<file path="config.mk">
export PLATFORM = sky130hd
export DESIGN_NAME = rc_channel_conditioner
export DESIGN_NICKNAME = d
export VERILOG_FILES = /design/src/rcc_pkg.sv /design/src/rcc_ctrl.sv /design/src/rcc_datapath.sv /design/src/rc_channel_conditioner.sv
export SDC_FILE = /design/constraint.sdc
export NUM_CORES = 2
export LEC_CHECK = 0
export BUFFER_PORTS_ARGS = -buffer_cell sky130_fd_sc_hd__buf_4
export CAP_MARGIN = 20
export CORE_ASPECT_RATIO = 2
export CORE_MARGIN = 5
export CORE_UTILIZATION = 64
export DETAILED_ROUTE_END_ITERATION = 7
export PLACE_DENSITY = 0.79
export SLEW_MARGIN = 40
export SYNTH_ARGS = -nofsm -noshare
export SYNTH_HDL_FRONTEND = slang
export SYNTH_SLANG_ARGS = --single-unit
</file>
<file path="constraint.sdc">
create_clock -name clk_i -period 11.3 [get_ports clk_i]
set_clock_uncertainty 0.2 [all_clocks]
set_input_delay 3.39 -clock clk_i [delete_from_list [all_inputs] [get_ports clk_i]]
set_output_delay 3.39 -clock clk_i [all_outputs]
set_load 0.02 [all_outputs]
</file>
<file path="src/rcc_pkg.sv">
// ----------------------------------------------------------------------------
// rcc_pkg
// Shared widths, codes, reset values and channel decoding for the radio
// channel conditioner.
// ----------------------------------------------------------------------------
`default_nettype none

package rcc_pkg;

  // Sample and channel geometry
  localparam int SAMPLE_BITS    = 11;
  localparam int CHANNEL_COUNT  = 16;
  localparam int STICK_COUNT    = 4;
  localparam int CH_BITS        = $clog2(CHANNEL_COUNT);
  localparam int STICK_IDX_BITS = $clog2(STICK_COUNT);
  localparam int PACK_BITS      = STICK_COUNT * SAMPLE_BITS;

  // Output value and switch threshold widths
  localparam int VALUE_BITS = 16;
  localparam int THR_BITS   = 11;

  // Configuration port
  localparam int CFG_INDEX_BITS = 3;
  localparam int CFG_DATA_BITS  = PACK_BITS;

  // Stick arithmetic: product of the offset and the output span, then a
  // divider that retires RADIX_BITS quotient bits per cycle.
  localparam int PROD_BITS  = SAMPLE_BITS + VALUE_BITS;
  localparam int RADIX_BITS = 2;
  localparam int DIV_STEPS  = (PROD_BITS + RADIX_BITS - 1) / RADIX_BITS;
  localparam int DIV_BITS   = DIV_STEPS * RADIX_BITS;
  localparam int CNT_BITS   = $clog2(DIV_STEPS);
  localparam int ADJ_BITS   = DIV_BITS + 2;

  // Reset values of the configuration registers
  localparam logic signed [VALUE_BITS-1:0] SCALE_LOW_RST  = -16'sd255;
  localparam logic signed [VALUE_BITS-1:0] SCALE_HIGH_RST = 16'sd255;
  localparam logic [THR_BITS-1:0]          THR_LOW_RST    = 11'd200;
  localparam logic [THR_BITS-1:0]          THR_HIGH_RST   = 11'd1100;

  // Saturation limits of the output value
  localparam logic signed [VALUE_BITS-1:0] VALUE_MIN = {1'b1, {(VALUE_BITS-1){1'b0}}};
  localparam logic signed [VALUE_BITS-1:0] VALUE_MAX = {1'b0, {(VALUE_BITS-1){1'b1}}};

  // Configuration register indexes
  typedef enum logic [CFG_INDEX_BITS-1:0] {
    CFG_STICK_MIN  = 3'd0,
    CFG_STICK_MAX  = 3'd1,
    CFG_INVERT     = 3'd2,
    CFG_SCALE_LOW  = 3'd3,
    CFG_SCALE_HIGH = 3'd4,
    CFG_SW_LOW     = 3'd5,
    CFG_SW_HIGH    = 3'd6
  } cfg_reg_e;

  // Conditioning rule of a channel
  typedef enum logic [1:0] {
    CLS_STICK,
    CLS_SWITCH2,
    CLS_SWITCH3,
    CLS_PASS
  } ch_class_e;

  // Controller states
  typedef enum logic [2:0] {
    ST_IDLE,
    ST_MULT,
    ST_DIV,
    ST_ADJUST,
    ST_EMIT
  } state_e;

  // Commands from the controller to the datapath
  typedef struct packed {
    logic load;
    logic mult;
    logic div_step;
    logic adjust;
    logic emit;
  } ctrl_cmd_t;

  // Status from the datapath to the controller
  typedef struct packed {
    logic is_stick;
  } dp_status_t;

  // Maps a channel number to its conditioning rule.
  function automatic ch_class_e channel_class(input logic [CH_BITS-1:0] ch);
    ch_class_e cls;
    if (ch < CH_BITS'(STICK_COUNT)) begin
      cls = CLS_STICK;
    end else if (ch inside {CH_BITS'(4), CH_BITS'(6), CH_BITS'(9)}) begin
      cls = CLS_SWITCH2;
    end else if (ch inside {CH_BITS'(5), CH_BITS'(7), CH_BITS'(8)}) begin
      cls = CLS_SWITCH3;
    end else begin
      cls = CLS_PASS;
    end
    return cls;
  endfunction

endpackage

`default_nettype wire

</file>
<file path="src/rcc_ctrl.sv">
// ----------------------------------------------------------------------------
// rcc_ctrl
// Sequencing state machine: captures a transaction, steps the datapath
// through multiply, then divide and adjust for a stick sample, and owns the output valid flag.
// ----------------------------------------------------------------------------
`default_nettype none

module rcc_ctrl (
  input  wire                 clk_i,
  input  wire                 rst_ni,
  input  wire                 in_valid_i,
  output logic                in_ready_o,
  output logic                out_valid_o,
  input  wire                 out_ready_i,
  input  rcc_pkg::dp_status_t status_i,
  output rcc_pkg::ctrl_cmd_t  cmd_o
);
  import rcc_pkg::*;

  state_e              state_q, state_d;
  logic [CNT_BITS-1:0] cnt_q, cnt_d;
  logic                out_valid_q, out_valid_d;
  logic                out_free;
  logic                div_last;

  // The output register can take a result when empty or being drained.
  assign out_free = !out_valid_q || out_ready_i;
  assign div_last = (cnt_q == CNT_BITS'(DIV_STEPS - 1));

  // Next state
  always_comb begin
    state_d = state_q;
    case (state_q)
      ST_IDLE: begin
        if (in_valid_i) state_d = ST_MULT;
      end
      ST_MULT: begin
        state_d = status_i.is_stick ? ST_DIV : ST_EMIT;
      end
      ST_DIV: begin
        if (div_last) state_d = ST_ADJUST;
      end
      ST_ADJUST: begin
        state_d = ST_EMIT;
      end
      ST_EMIT: begin
        if (out_free) state_d = ST_IDLE;
      end
      default: begin
        state_d = ST_IDLE;
      end
    endcase
  end

  // Commands and handshake outputs
  always_comb begin
    cmd_o          = '0;
    in_ready_o     = (state_q == ST_IDLE);
    cmd_o.load     = (state_q == ST_IDLE) && in_valid_i;
    cmd_o.mult     = (state_q == ST_MULT);
    cmd_o.div_step = (state_q == ST_DIV);
    cmd_o.adjust   = (state_q == ST_ADJUST);
    cmd_o.emit     = (state_q == ST_EMIT) && out_free;
  end

  // Divider step count and output valid flag
  always_comb begin
    cnt_d       = (state_q == ST_DIV) ? cnt_q + CNT_BITS'(1) : '0;
    out_valid_d = cmd_o.emit || (out_valid_q && !out_ready_i);
  end

  assign out_valid_o = out_valid_q;

  always_ff @(posedge clk_i or negedge rst_ni) begin
    if (!rst_ni) begin
      state_q     <= ST_IDLE;
      cnt_q       <= '0;
      out_valid_q <= 1'b0;
    end else begin
      state_q     <= state_d;
      cnt_q       <= cnt_d;
      out_valid_q <= out_valid_d;
    end
  end

endmodule

`default_nettype wire

</file>
<file path="src/rcc_datapath.sv">
// ----------------------------------------------------------------------------
// rcc_datapath
// Configuration registers, per-channel history, stick scaling arithmetic
// with a radix-4 restoring divider, switch decoding and the output register.
// ----------------------------------------------------------------------------
`default_nettype none

module rcc_datapath (
  input  wire                                     clk_i,
  input  wire                                     rst_ni,
  input  wire                                     cfg_valid_i,
  input  wire  [rcc_pkg::CFG_INDEX_BITS-1:0]      cfg_index_i,
  input  wire  [rcc_pkg::CFG_DATA_BITS-1:0]       cfg_data_i,
  input  wire  [rcc_pkg::CH_BITS-1:0]             channel_index_i,
  input  wire  [rcc_pkg::SAMPLE_BITS-1:0]         raw_value_i,
  input  wire                                     fail_safe_i,
  input  rcc_pkg::ctrl_cmd_t                      cmd_i,
  output rcc_pkg::dp_status_t                     status_o,
  output logic signed [rcc_pkg::VALUE_BITS-1:0]   conditioned_value_o,
  output logic                                    rising_edge_o,
  output logic                                    falling_edge_o,
  output logic                                    zero_span_o
);
  import rcc_pkg::*;

  // Configuration registers
  logic [STICK_COUNT-1:0][SAMPLE_BITS-1:0] stick_min_q, stick_max_q;
  logic [STICK_COUNT-1:0]                  invert_q;
  logic signed [VALUE_BITS-1:0]            scale_low_q, scale_high_q;
  logic [THR_BITS-1:0]                     thr_low_q, thr_high_q;

  // Captured transaction
  logic [CH_BITS-1:0]     ch_q;
  logic [SAMPLE_BITS-1:0] raw_q;
  logic                   fs_q;

  // History of stored results
  logic [VALUE_BITS-1:0] prev_q [CHANNEL_COUNT];

  // Arithmetic registers
  logic [DIV_BITS-1:0]          quo_q, quo_d;
  logic [SAMPLE_BITS-1:0]       rem_q, rem_d;
  logic [SAMPLE_BITS-1:0]       den_q;
  logic                         neg_q;
  logic                         zspan_q;
  logic signed [ADJ_BITS-1:0]   v_q;

  // Output register
  logic signed [VALUE_BITS-1:0] value_q;
  logic                         rising_q, falling_q, zspan_out_q;

  // Combinational terms
  ch_class_e                    cls;
  logic [STICK_IDX_BITS-1:0]    idx;
  logic [SAMPLE_BITS-1:0]       lo, hi;
  logic signed [SAMPLE_BITS:0]  diff, diff_neg, den, den_neg;
  logic signed [VALUE_BITS:0]   span, span_neg;
  logic [SAMPLE_BITS-1:0]       diff_mag, den_mag;
  logic [VALUE_BITS-1:0]        span_mag;
  logic [PROD_BITS-1:0]         prod;
  logic signed [DIV_BITS:0]     q_s;
  logic signed [ADJ_BITS-1:0]   v_d, top_e, bot_e, clamp_hi, clamp_lo;
  logic signed [VALUE_BITS-1:0] clamp_v, inv_v, stick_v, val;
  logic [VALUE_BITS-1:0]        prev, raw_e, thr_low_e, thr_high_e;
  logic                         keep;

  // Configuration writes
  always_ff @(posedge clk_i or negedge rst_ni) begin
    if (!rst_ni) begin
      stick_min_q  <= '0;
      stick_max_q  <= '1;
      invert_q     <= '0;
      scale_low_q  <= SCALE_LOW_RST;
      scale_high_q <= SCALE_HIGH_RST;
      thr_low_q    <= THR_LOW_RST;
      thr_high_q   <= THR_HIGH_RST;
    end else if (cfg_valid_i) begin
      case (cfg_reg_e'(cfg_index_i))
        CFG_STICK_MIN:  stick_min_q  <= cfg_data_i[PACK_BITS-1:0];
        CFG_STICK_MAX:  stick_max_q  <= cfg_data_i[PACK_BITS-1:0];
        CFG_INVERT:     invert_q     <= cfg_data_i[STICK_COUNT-1:0];
        CFG_SCALE_LOW:  scale_low_q  <= $signed(cfg_data_i[VALUE_BITS-1:0]);
        CFG_SCALE_HIGH: scale_high_q <= $signed(cfg_data_i[VALUE_BITS-1:0]);
        CFG_SW_LOW:     thr_low_q    <= cfg_data_i[THR_BITS-1:0];
        CFG_SW_HIGH:    thr_high_q   <= cfg_data_i[THR_BITS-1:0];
        default: begin
        end
      endcase
    end
  end

  // Channel decode and stick calibration selection
  assign cls               = channel_class(ch_q);
  assign status_o.is_stick = (cls == CLS_STICK);
  assign idx               = ch_q[STICK_IDX_BITS-1:0];
  assign lo                = stick_min_q[idx];
  assign hi                = stick_max_q[idx];

  // Offset, output span and calibrated span as sign and magnitude, then
  // the product of the two magnitudes.
  always_comb begin
    diff     = $signed({1'b0, raw_q}) - $signed({1'b0, lo});
    diff_neg = -diff;
    den      = $signed({1'b0, hi}) - $signed({1'b0, lo});
    den_neg  = -den;
    span     = $signed({scale_high_q[VALUE_BITS-1], scale_high_q})
             - $signed({scale_low_q[VALUE_BITS-1], scale_low_q});
    span_neg = -span;
    diff_mag = diff[SAMPLE_BITS] ? diff_neg[SAMPLE_BITS-1:0] : diff[SAMPLE_BITS-1:0];
    den_mag  = den[SAMPLE_BITS] ? den_neg[SAMPLE_BITS-1:0] : den[SAMPLE_BITS-1:0];
    span_mag = span[VALUE_BITS] ? span_neg[VALUE_BITS-1:0] : span[VALUE_BITS-1:0];
    prod     = PROD_BITS'(diff_mag) * PROD_BITS'(span_mag);
  end

  // Two restoring division steps per cycle; the dividend shifts out of the
  // top of quo while quotient bits shift in at the bottom.
  always_comb begin
    logic [SAMPLE_BITS:0] trial;
    logic [DIV_BITS-1:0]  qv;
    logic [SAMPLE_BITS-1:0] r;
    r  = rem_q;
    qv = quo_q;
    for (int k = 0; k < RADIX_BITS; k++) begin
      trial = {r, qv[DIV_BITS-1]};
      qv    = {qv[DIV_BITS-2:0], 1'b0};
      if (trial >= {1'b0, den_q}) begin
        trial = trial - {1'b0, den_q};
        qv[0] = 1'b1;
      end
      r = trial[SAMPLE_BITS-1:0];
    end
    rem_d = r;
    quo_d = qv;
  end

  // Signed quotient plus the scale floor
  always_comb begin
    q_s = neg_q ? -$signed({1'b0, quo_q}) : $signed({1'b0, quo_q});
    v_d = ADJ_BITS'(q_s) + ADJ_BITS'(scale_low_q);
  end

  always_ff @(posedge clk_i) begin
    if (cmd_i.load) begin
      ch_q  <= channel_index_i;
      raw_q <= raw_value_i;
      fs_q  <= fail_safe_i;
    end
    if (cmd_i.mult) begin
      quo_q   <= DIV_BITS'(prod);
      rem_q   <= '0;
      den_q   <= den_mag;
      neg_q   <= diff[SAMPLE_BITS] ^ den[SAMPLE_BITS] ^ span[VALUE_BITS];
      zspan_q <= (lo == hi) && (cls == CLS_STICK);
    end else if (cmd_i.div_step) begin
      quo_q <= quo_d;
      rem_q <= rem_d;
    end
    if (cmd_i.adjust) begin
      v_q <= zspan_q ? ADJ_BITS'(scale_low_q) : v_d;
    end
  end

  // Stick result: clamp to the scale, optional saturating negation, and
  // zero during failsafe.
  always_comb begin
    top_e    = ADJ_BITS'(scale_high_q);
    bot_e    = ADJ_BITS'(scale_low_q);
    clamp_hi = (v_q > top_e) ? top_e : v_q;
    clamp_lo = (clamp_hi < bot_e) ? bot_e : clamp_hi;
    clamp_v  = clamp_lo[VALUE_BITS-1:0];
    inv_v    = (clamp_v == VALUE_MIN) ? VALUE_MAX : -clamp_v;
    if (fs_q) begin
      stick_v = '0;
    end else begin
      stick_v = invert_q[idx] ? inv_v : clamp_v;
    end
  end

  // Result selection by channel rule
  always_comb begin
    prev       = prev_q[ch_q];
    raw_e      = VALUE_BITS'(raw_q);
    thr_low_e  = VALUE_BITS'(thr_low_q);
    thr_high_e = VALUE_BITS'(thr_high_q);
    keep       = 1'b0;
    case (cls)
      CLS_STICK: begin
        val = stick_v;
      end
      CLS_SWITCH2: begin
        if (raw_e > thr_high_e) begin
          val = VALUE_BITS'(1);
        end else if (raw_e < thr_low_e) begin
          val = '0;
        end else begin
          // Middle zone toggles against the stored value and keeps it.
          val  = (prev == '0) ? VALUE_BITS'(1) : '0;
          keep = 1'b1;
        end
      end
      CLS_SWITCH3: begin
        if (raw_e > thr_high_e) begin
          val = VALUE_BITS'(2);
        end else if (raw_e > thr_low_e) begin
          val = VALUE_BITS'(1);
        end else begin
          val = '0;
        end
      end
      default: begin
        val = $signed(raw_e);
      end
    endcase
  end

  // History update when a result is delivered to the output register, unless the result keeps the stored value
  always_ff @(posedge clk_i or negedge rst_ni) begin
    if (!rst_ni) begin
      for (int i = 0; i < CHANNEL_COUNT; i++) begin
        prev_q[i] <= '0;
      end
    end else if (cmd_i.emit && !keep) begin
      prev_q[ch_q] <= val;
    end
  end

  // Output register
  always_ff @(posedge clk_i) begin
    if (cmd_i.emit) begin
      value_q     <= val;
      rising_q    <= (prev == '0) && (val != '0);
      falling_q   <= (prev != '0) && (val == '0);
      zspan_out_q <= zspan_q;
    end
  end

  assign conditioned_value_o = value_q;
  assign rising_edge_o       = rising_q;
  assign falling_edge_o      = falling_q;
  assign zero_span_o         = zspan_out_q;

endmodule

`default_nettype wire

</file>
<file path="src/rc_channel_conditioner.sv">
// ----------------------------------------------------------------------------
// rc_channel_conditioner
// Conditions one raw receiver channel sample per transaction: stick scaling,
// switch decoding or passthrough, with edge flags against stored history.
// ----------------------------------------------------------------------------
// The block handles one transaction at a time. A stick sample (channels 0 to
// 3) goes from acceptance through the multiply, the divider that retires two
// quotient bits per cycle, the addition of the scale floor and the load of
// the result register, which waits while the output register holds a result
// that is not being taken, and back to idle before the next sample can be
// accepted. Switch and passthrough channels skip the divider and the scale
// floor. A finished result waits in the output register while the next sample
// is already taken in. Configuration writes complete in the cycle they are
// offered and must be made only while the block is idle.
`default_nettype none

module rc_channel_conditioner (
  input  wire                                   clk_i,
  input  wire                                   rst_ni,
  // Configuration write channel
  input  wire                                   cfg_valid_i,
  output logic                                  cfg_ready_o,
  input  wire  [rcc_pkg::CFG_INDEX_BITS-1:0]    cfg_index_i,
  input  wire  [rcc_pkg::CFG_DATA_BITS-1:0]     cfg_data_i,
  // Input channel
  input  wire                                   in_valid_i,
  output logic                                  in_ready_o,
  input  wire  [rcc_pkg::CH_BITS-1:0]           channel_index_i,
  input  wire  [rcc_pkg::SAMPLE_BITS-1:0]       raw_value_i,
  input  wire                                   fail_safe_i,
  // Output channel
  output logic                                  out_valid_o,
  input  wire                                   out_ready_i,
  output logic signed [rcc_pkg::VALUE_BITS-1:0] conditioned_value_o,
  output logic                                  rising_edge_o,
  output logic                                  falling_edge_o,
  output logic                                  zero_span_o
);
  import rcc_pkg::*;

  ctrl_cmd_t  cmd;
  dp_status_t status;

  // Register writes are always taken at once.
  assign cfg_ready_o = 1'b1;

  // Sequencer
  rcc_ctrl u_ctrl (
    .clk_i       (clk_i),
    .rst_ni      (rst_ni),
    .in_valid_i  (in_valid_i),
    .in_ready_o  (in_ready_o),
    .out_valid_o (out_valid_o),
    .out_ready_i (out_ready_i),
    .status_i    (status),
    .cmd_o       (cmd)
  );

  // Arithmetic, history and result register
  rcc_datapath u_datapath (
    .clk_i               (clk_i),
    .rst_ni              (rst_ni),
    .cfg_valid_i         (cfg_valid_i),
    .cfg_index_i         (cfg_index_i),
    .cfg_data_i          (cfg_data_i),
    .channel_index_i     (channel_index_i),
    .raw_value_i         (raw_value_i),
    .fail_safe_i         (fail_safe_i),
    .cmd_i               (cmd),
    .status_o            (status),
    .conditioned_value_o (conditioned_value_o),
    .rising_edge_o       (rising_edge_o),
    .falling_edge_o      (falling_edge_o),
    .zero_span_o         (zero_span_o)
  );

endmodule

`default_nettype wire

</file>
==> impl_metrics.env <==
export IMPL_cts_resized=0
export IMPL_grt_pass1_wl_um=168000
export IMPL_path_max_fanout=22
export IMPL_die_area_mm2=0.0595
export IMPL_globalRouteTotalUtil_pct=37.3
export IMPL_synth_fp_nets=3795
export IMPL_clk_path_buf_depth=3
export IMPL_cts_buffers=47
export IMPL_start_kind="flop"
export IMPL_h_tree_depth=2
export IMPL_r2r_start="u_datapath.ch_q[0]$_DFFE_PP_"
export IMPL_num_rows=121
export IMPL_cp_required_ns=11.45
export IMPL_syn2layout_area_growth_pct=9.84
export IMPL_outcome="finished with violations"
export IMPL_crit_slowest_cell="fa_1"
export IMPL_cts_root_buf="clkbuf_16"
export IMPL_ys_ff_latch=527
export IMPL_portBuffers=88
export IMPL_tns_ns=0
export IMPL_core_area_mm2=0.0542
export IMPL_final_net_count=3880
export IMPL_syn_area_per_cell_um2=10.4
export IMPL_diodes=0
export IMPL_drc_errors=1
export IMPL_fin_crit_ns=9.82
export IMPL_fillers=3978
export IMPL_antenna_found_initial=1
export IMPL_ant_nets=0
export IMPL_violations="DRC"
export IMPL_ys_types=105
export IMPL_grt_pass1_vias=29100
export IMPL_maxCapViolCount=0
export IMPL_hold_viol=0
export IMPL_yosysSeqAreaShare_pct=39.4
export IMPL_wl_per_cell_um=26.5
export IMPL_maxSlewViolCount=0
export IMPL_syn_cell_area_mm2=0.0348
export IMPL_startpoint="u_datapath.ch_q[0]$_DFFE_PP_"
export IMPL_cpMostUsedCell="o21ai_0"
export IMPL_mostFrequentLayoutCell="dfrtp_1"
export IMPL_gp_congestion=1.07
export IMPL_endpoint_kind="flop"
export IMPL_relSlewSlack_pct=37.0
export IMPL_path_buf_inv=6
export IMPL_synth_edf_count=105
export IMPL_finalInstanceArea_mm2=0.0383
export IMPL_grt_max_degree=168
export IMPL_path_clk_slew_ns=0.07
export IMPL_placed_area_mm2=0.0365
export IMPL_die_w_um=175
export IMPL_cts_sinks=527
export IMPL_viasPerCell=6.46
export IMPL_min_path_type="reg -> reg"
export IMPL_wirelength_um=110000
export IMPL_max_freq_ghz=0.102
export IMPL_setup_slack_ns=1.48
export IMPL_final_cell_mix="dfrtp_1 (342), inv_1 (285), nand2_1 (267)"
export IMPL_grt_setup_unrepaired="no"
export IMPL_setup_viol=0
export IMPL_post_cts_buffers=0
export IMPL_cp_top_family="compound AO/OA/AOI/OAI gates"
export IMPL_hpwl_um=83900
export IMPL_drt_pass1_iterations=8
export IMPL_dominantRegCellSynth="dfrtp_1"
export IMPL_yosys_warnings=0
export IMPL_async_reset_ff_share_pct=77.8
export IMPL_post_route_period_util_pct=86.9
export IMPL_synthCells=3353
export IMPL_min_from="u_datapath.rem_q[10]$_SDFFE_PP0P_"
export IMPL_first_iter_violations=1899
export IMPL_hold_buffers=0
export IMPL_cts_tree="built"
export IMPL_dr_total_vias=26800
export IMPL_cp_arrival_ns=9.97
export IMPL_die_y_um=340
export IMPL_path_class="reg -> reg"
export IMPL_tightest_slew_ns=0.942
export IMPL_initial_utilization_pct=64.3
export IMPL_overflow=0
export IMPL_max_stage_delay_ns=0.57
export IMPL_insertion_delay_ns=0.62
export IMPL_place_ws_ns=1.28
export IMPL_top_level_ports=90
export IMPL_drive_above_1_share_pct=18.2
[sequential cells by signal, summed over array words and instances (netlist names), 3 cells and up]
register	cells
u_datapath.prev_q	256
u_datapath.stick_max_q	44
u_ctrl.state_q	3
u_datapath.scale_low_q	16
u_datapath.raw_q	11
u_datapath.ch_q	4
u_datapath.rem_q	11
u_datapath.thr_high_q	11
u_datapath.v_q	30
u_ctrl.cnt_q	4
u_datapath.stick_min_q	44
u_datapath.invert_q	4
u_datapath.quo_q	28
u_datapath.scale_high_q	16
u_datapath.thr_low_q	11
u_datapath.den_q	11
u_datapath.conditioned_value_o	16
[layer usage]
metal	global-route usage (%)	up-vias	part of all wire [%]
met1	36.0	13200	31
met5	0	-	0.012
met3	7.51	579	6.0
li1	-	11900	-
met2	64.6	1147	50
met4	36.3	2	13
[metrics by stage]
stage,cells,hold slack (ns),util (%)
after floorplan,3353,0.226,-
after global placement,4062,0.251,67.1
after detailed placement,4063,0.268,67.3
after CTS,4150,0.282,70.4
after global routing,4152,0.308,70.6
final,4152,0.282,70.6
[tightest hold or removal path, stage by stage (launching register included)]
cell	delay, ns
dfxtp_1	0.34
nand2_1	0.05
o21ai_0	0.07
[kinds of logic after synthesis]
logic type	count (synthesis)	share of synthesized area [%]
flip-flops	527	39.4
adder cells (fa/ha/maj)	374	16.3
multiplexers	272	9.56
AO/OA/AOI/OAI	611	11.7
other	1	0.0108
buffers and inverters	409	4.52
XOR/XNOR	172	4.33
AND/OR/NAND/NOR	987	14.2
[path summary, 6_finish.rpt]
kind	end	slack (ns)	cells past startpoint
setup / recovery	u_datapath.quo_q[25]$_DFFE_PP_	1.48	39
hold / removal	u_datapath.rem_q[10]$_SDFFE_PP0P_	0.28	2
setup reg to reg	u_datapath.quo_q[25]$_DFFE_PP_	1.48	39
hold reg to reg	u_datapath.rem_q[10]$_SDFFE_PP0P_	0.28	2
max in group asynchronous	u_datapath.stick_min_q[29]$_DFFE_PN0P_	6.52	4
min in group asynchronous	u_datapath.prev_q[30]$_DFFE_PN0P_	2.49	1
[Yosys cell counts, types with 24 or more instances]
cell / number / area share [%]
a21o_1: 56 / 1.2
a21oi_1: 145 / 2.1
and2_1: 62 / 1.1
clkbuf_1: 100 / 1.1
dfrtp_1: 342 / 25
dfstp_2: 68 / 5.1
edfxtp_1: 105 / 9.1
fa_1: 131 / 7.5
ha_1: 243 / 8.7
inv_1: 287 / 3.1
mux2_2: 214 / 6.9
mux2i_1: 31 / 0.89
mux4_2: 27 / 1.7
nand2_1: 267 / 2.9
nand2b_1: 41 / 0.74
nand3_1: 45 / 0.65
nand4_1: 41 / 0.74
nor2_1: 225 / 2.4
nor2b_1: 105 / 1.9
nor3_1: 52 / 0.75
nor4_1: 79 / 1.4
o21ai_0: 180 / 2.6
o31ai_1: 24 / 0.52
xnor2_1: 110 / 2.8
xor2_1: 62 / 1.6
[layout make-up]
type	count	area (um^2)	area share [%]
timing repair buffer	153	1220	3.18
sequential	527	13700	35.9
clock inverter	22	251	0.657
inverter	292	1100	2.87
clock buffer	65	1420	3.72
tap	676	846	2.21
multi-input combinational	2417	19700	51.5
Power is not shown: default switching activity piles up to over one toggle a cycle in this logic, so the estimate is an artifact.
